--- src/ctsf_pkg.sv ---
// ----------------------------------------------------------------------------
// ctsf_pkg
// Shared types and constants for the cache tag store.
// ----------------------------------------------------------------------------
`timescale 1ns / 1ps
`default_nettype none
package ctsf_pkg;

    localparam int NUM_LINES = 256;
    localparam int LINE_AW   = 8;     // log2 of NUM_LINES
    localparam int CNT_W     = 9;     // holds 0..NUM_LINES
    localparam int ADDR_W    = 31;
    localparam int TAG_W     = 31;
    localparam int RANK_W    = 8;
    localparam int LB_W      = 4;

    // associativity codes
    localparam logic [1:0] MODE_DIRECT = 2'd0;
    localparam logic [1:0] MODE_SET4   = 2'd1;

    // configuration register indexes
    localparam logic [2:0] CFG_ASSOC  = 3'd0;
    localparam logic [2:0] CFG_POLICY = 3'd1;
    localparam logic [2:0] CFG_OFFSET = 3'd2;
    localparam logic [2:0] CFG_LINES  = 3'd3;

    localparam logic [LB_W-1:0] LB_MIN     = 4'd2;
    localparam logic [LB_W-1:0] LB_MAX     = 4'd8;
    localparam logic [LB_W-1:0] SET4_WBITS = 4'd2;

    typedef struct packed {
        logic [1:0]      assoc_mode;
        logic            replace_policy;
        logic [3:0]      offset_bits;
        logic [LB_W-1:0] line_bits;
    } cfg_t;

    typedef struct packed {
        logic [CNT_W-1:0]   ways;
        logic [RANK_W-1:0]  last_rank;   // ways - 1, also the way mask
        logic [LB_W-1:0]    way_bits;
    } layout_t;

    typedef struct packed {
        logic [TAG_W-1:0]  tag;
        logic              valid;
        logic [RANK_W-1:0] rank;
    } entry_t;

endpackage
`default_nettype wire

--- src/ctsf_layout.sv ---
// ----------------------------------------------------------------------------
// ctsf_layout
// Derives set geometry from the configuration and splits an address into
// set base line and tag.
// ----------------------------------------------------------------------------
`timescale 1ns / 1ps
`default_nettype none
module ctsf_layout (
    input  wire ctsf_pkg::cfg_t             cfg,
    input  wire logic [ctsf_pkg::ADDR_W-1:0] address,
    output ctsf_pkg::layout_t               lay,
    output logic [ctsf_pkg::LINE_AW-1:0]    base,
    output logic [ctsf_pkg::TAG_W-1:0]      tag
);
    import ctsf_pkg::*;

    logic [LB_W-1:0]    lb;
    logic [LB_W-1:0]    wb;
    logic [LB_W-1:0]    sb;
    logic [ADDR_W-1:0]  blk;
    logic [LINE_AW-1:0] set_idx;
    logic [CNT_W-1:0]   ways;
    logic [CNT_W-1:0]   set_mask;

    always_comb
    begin
        lb = cfg.line_bits;
        if (lb < LB_MIN)
            lb = LB_MIN;
        if (lb > LB_MAX)
            lb = LB_MAX;
        unique case (cfg.assoc_mode)
            MODE_DIRECT:
            begin
                wb = '0;
                sb = lb;
            end
            MODE_SET4:
            begin
                wb = SET4_WBITS;
                sb = lb - SET4_WBITS;
            end
            default:
            begin
                wb = lb;
                sb = '0;
            end
        endcase
        ways     = CNT_W'(1) << wb;
        set_mask = (CNT_W'(1) << sb) - CNT_W'(1);
        blk      = address >> cfg.offset_bits;
        tag      = blk >> sb;
        set_idx  = blk[LINE_AW-1:0] & set_mask[LINE_AW-1:0];
        base     = set_idx << wb;
        lay.ways      = ways;
        lay.last_rank = RANK_W'(ways - CNT_W'(1));
        lay.way_bits  = wb;
    end

endmodule
`default_nettype wire

--- config.mk ---
export PLATFORM = sky130hd
export DESIGN_NAME = ctsf_layout
export DESIGN_NICKNAME = d
export VERILOG_FILES = /design/src/ctsf_pkg.sv /design/src/ctsf_layout.sv
export SDC_FILE = /design/constraint.sdc
export NUM_CORES = 1
export LEC_CHECK = 0
export ABC_CLOCK_PERIOD_IN_PS = 7100
export BUFFER_PORTS_ARGS = -buffer_cell sky130_fd_sc_hd__buf_2
export CAP_MARGIN = 20
export CELL_PAD_IN_SITES_DETAIL_PLACEMENT = 0
export CELL_PAD_IN_SITES_GLOBAL_PLACEMENT = 1
export CORE_ASPECT_RATIO = 1.2
export CORE_MARGIN = 2
export CORE_UTILIZATION = 45
export DETAILED_ROUTE_END_ITERATION = 8
export PLACE_DENSITY_LB_ADDON = 0.1
export SKIP_LAST_GASP = 1
export SYNTH_ARGS = -nofsm -noshare
export SYNTH_HDL_FRONTEND = slang
export SYNTH_SLANG_ARGS = --single-unit
--- constraint.sdc ---
create_clock -name vclk -period 7.1
set_input_delay 1.065 -clock vclk [all_inputs]
set_output_delay 1.065 -clock vclk [all_outputs]
set_load 0.01 [all_outputs]
==> metrics.cfg <==
[timing]
slew_headroom_pct = 21.7
min_period_over_period_pct = 77.2
timing.fmax_ghz = 0.182
setup_viol = 0
finalCriticalPeriod_ns = 5.48
holdWs_ns = 2.45
worst_pin_slew_ns = 1.17
drv_slew = 0
setup_tns_ns = 0
hold_viol = 0
rsz0062_at_grt = false

[final_layout]
final-seq-area_um2 = 0
fin_nets = 611
antenna_cells = 0
layout_common_cells = 100 x buf_2, 51 x mux2i_1, 50 x nand2_1
final_util_pct = 49.7
fillers = 988
layout-area-overhead-vs-synth_pct = 8.40
final_common_cell = buf_2
drive_gt1_share_pct = 28.9
seq_cell_count = 0
multiInputGateArea_um2 = 3670
nClkBuffers = 0

[die]
placeableCoreArea_um2 = 8940
start_util_pct = 45.8
die_y_um = 109
row_count = 38
dieArea_um2 = 9890
io_pins = 102
die_w_um = 91.1

[global_routing]
antenna_found_initial = 0
grt_max_degree = 47
top_usage_layer = met2
grt_use_met3_pct = 1.81
grt-ovfl-total = 0
grt_pass1_wl_um = 22000
grt_util_all_layers_pct = 26.9
use_met2_pct = 44.7
grt_use_met1_pct = 39.1
grt_pass1_vias = 4097

[synthesis]
synth_cell_types = 72
synth-seq-area-share_pct = 0
synth_fp_nets = 549
syn_area_um2 = 4100
syn_inst = 504
yosys_warnings = 0
syn_area_per_cell_um2 = 8.13

[routing]
routed-via-count = 4532
wl_per_cell_um = 20.1
vias_per_cell = 6.63
finalWirelength_um = 13700
initialDrtViolationCount = 558
route.detailed.drc = 0
route.antenna.remaining_nets = 0
first_pass_iters = 5

[flow_run]
maxCapViolations = 0

[clock_network]
post_cts.repair.setup_buffers = 0
hold_buffers = 0
ctsResizeCount = 0

[worst_setup_path]
cp_num_buf_inv = 5
crit_chain = buf_2 > nor2b_1 > nor2_1 > inv_1 > ha_1 > nand2b_1 > a21oi_2 > buf_4 > nor2_1 > buf_4 > nand2_1 > ha_1 > nor4_1 > a21oi_1 > a2bb2oi_1 > or3_1 > a32oi_1 > buf_2
endpoint_kind = output pin
startpoint_type = input pin
cp_top_family = simple AND/OR/NAND/NOR gates
slowest_delay_ns = 0.40
crit_fanout = 26
arrival_ns = 4.42
required_ns = 6.03
critical_path_class = input pin to output pin
worst_path_max_delay_cell = or3_1

[pwr]
p_per_area_nw_per_um2 = 102
finalPower_w = 0.000453
p_leak_nw = 1.95
peakVddDrop_mv = 0.0475

[place]
port_buffers = 100
dp_hpwl_um = 10600
gp_congestion = 0.909

[run_status]
status = completed

[worst_hold_path]
min_path_type = input pin to output pin

[worst paths after layout]
path | from | cells past startpoint | endpoint
max | cfg[2] | 18 | base[6]
min | cfg[0] | 3 | lay[18]
[tightest hold or removal path, delay by kind of cell]
kind,cells,cell delay [ns]
simple gates,1,0.05
buf+inv,2,0.27
[cells by family (layout without fill, tap and decap cells)]
| kind of cell | Yosys count | after routing | share of synthesized area, % |
|---|---|---|---|
| compound gates | 156 | 156 | 28.1 |
| xor+xnor | 2 | 2 | 0.428 |
| fa+ha+maj | 3 | 3 | 0.916 |
| buf+inv | 63 | 123 | 10.7 |
| mux | 104 | 104 | 39.8 |
| other cells | 2 | 2 | 0.183 |
| simple gates | 174 | 174 | 19.9 |
[metal layers]
layer,vias to the layer above,share of wire (%)
met3,18,7.0
met5,-,0
li1,2145,-
met4,0,1.8
met2,211,47
met1,2158,44
[per-stage QoR]
step / instances / worst slack, ns / cell area, um2
after CTS: 684 / 1.61 / 4440
after global routing: 684 / 1.40 / 4440
after floorplan: 504 / 2.16 / 4100
after global placement: 684 / 1.69 / 4440
after detailed placement: 684 / 1.63 / 4440
final: 684 / 1.62 / 4440
[Yosys cell counts, types with 3 or more instances]
cell type	number	share of area [%]
o221ai_1	5	1.1
nand3b_1	4	0.73
mux4_1	19	12
o311ai_0	4	0.86
clkbuf_1	14	1.3
a211o_1	6	1.3
a221oi_1	5	1.1
o21ai_0	25	3.1
nor3_1	18	2.2
nand2b_1	5	0.76
a22o_1	4	0.86
a2111oi_0	3	0.64
a21o_1	4	0.73
a221oi_2	3	1.1
mux2i_1	51	12
buf_2	14	1.7
a31oi_1	4	0.61
o21a_1	4	0.73
nor2_1	44	4.0
inv_1	10	0.92
a32oi_1	4	0.86
clkbuf_8	14	4.7
buf_6	4	1.1
nand3_1	21	2.6
a211oi_1	9	1.6
o21ai_1	3	0.37
and3_1	6	0.92
o2bb2ai_1	4	0.86
nand4_1	4	0.61
o22ai_1	11	1.7
a22oi_1	5	0.92
a21oi_1	21	2.6
ha_1	3	0.92
nand2_1	50	4.6
and2_1	7	1.1
mux4_2	20	11
nor2b_1	3	0.46
o211ai_1	7	1.3
a2bb2oi_1	5	1.1
mux2_2	13	3.6
or2_2	5	0.76
[final cells by class]
class / count / area share, %
repair buffers: 110 / 13.0
inverters: 13 / 1.10
well taps: 120 / 3.38
multi-input cells: 441 / 82.6
[power breakdown]
group	leakage, nW	internal [W]	switching [W]
combinational	1.95	0.000188	0.000265
clock	0	0	0
sequential	0	0	0
Power figures use the tool's default switching activity.
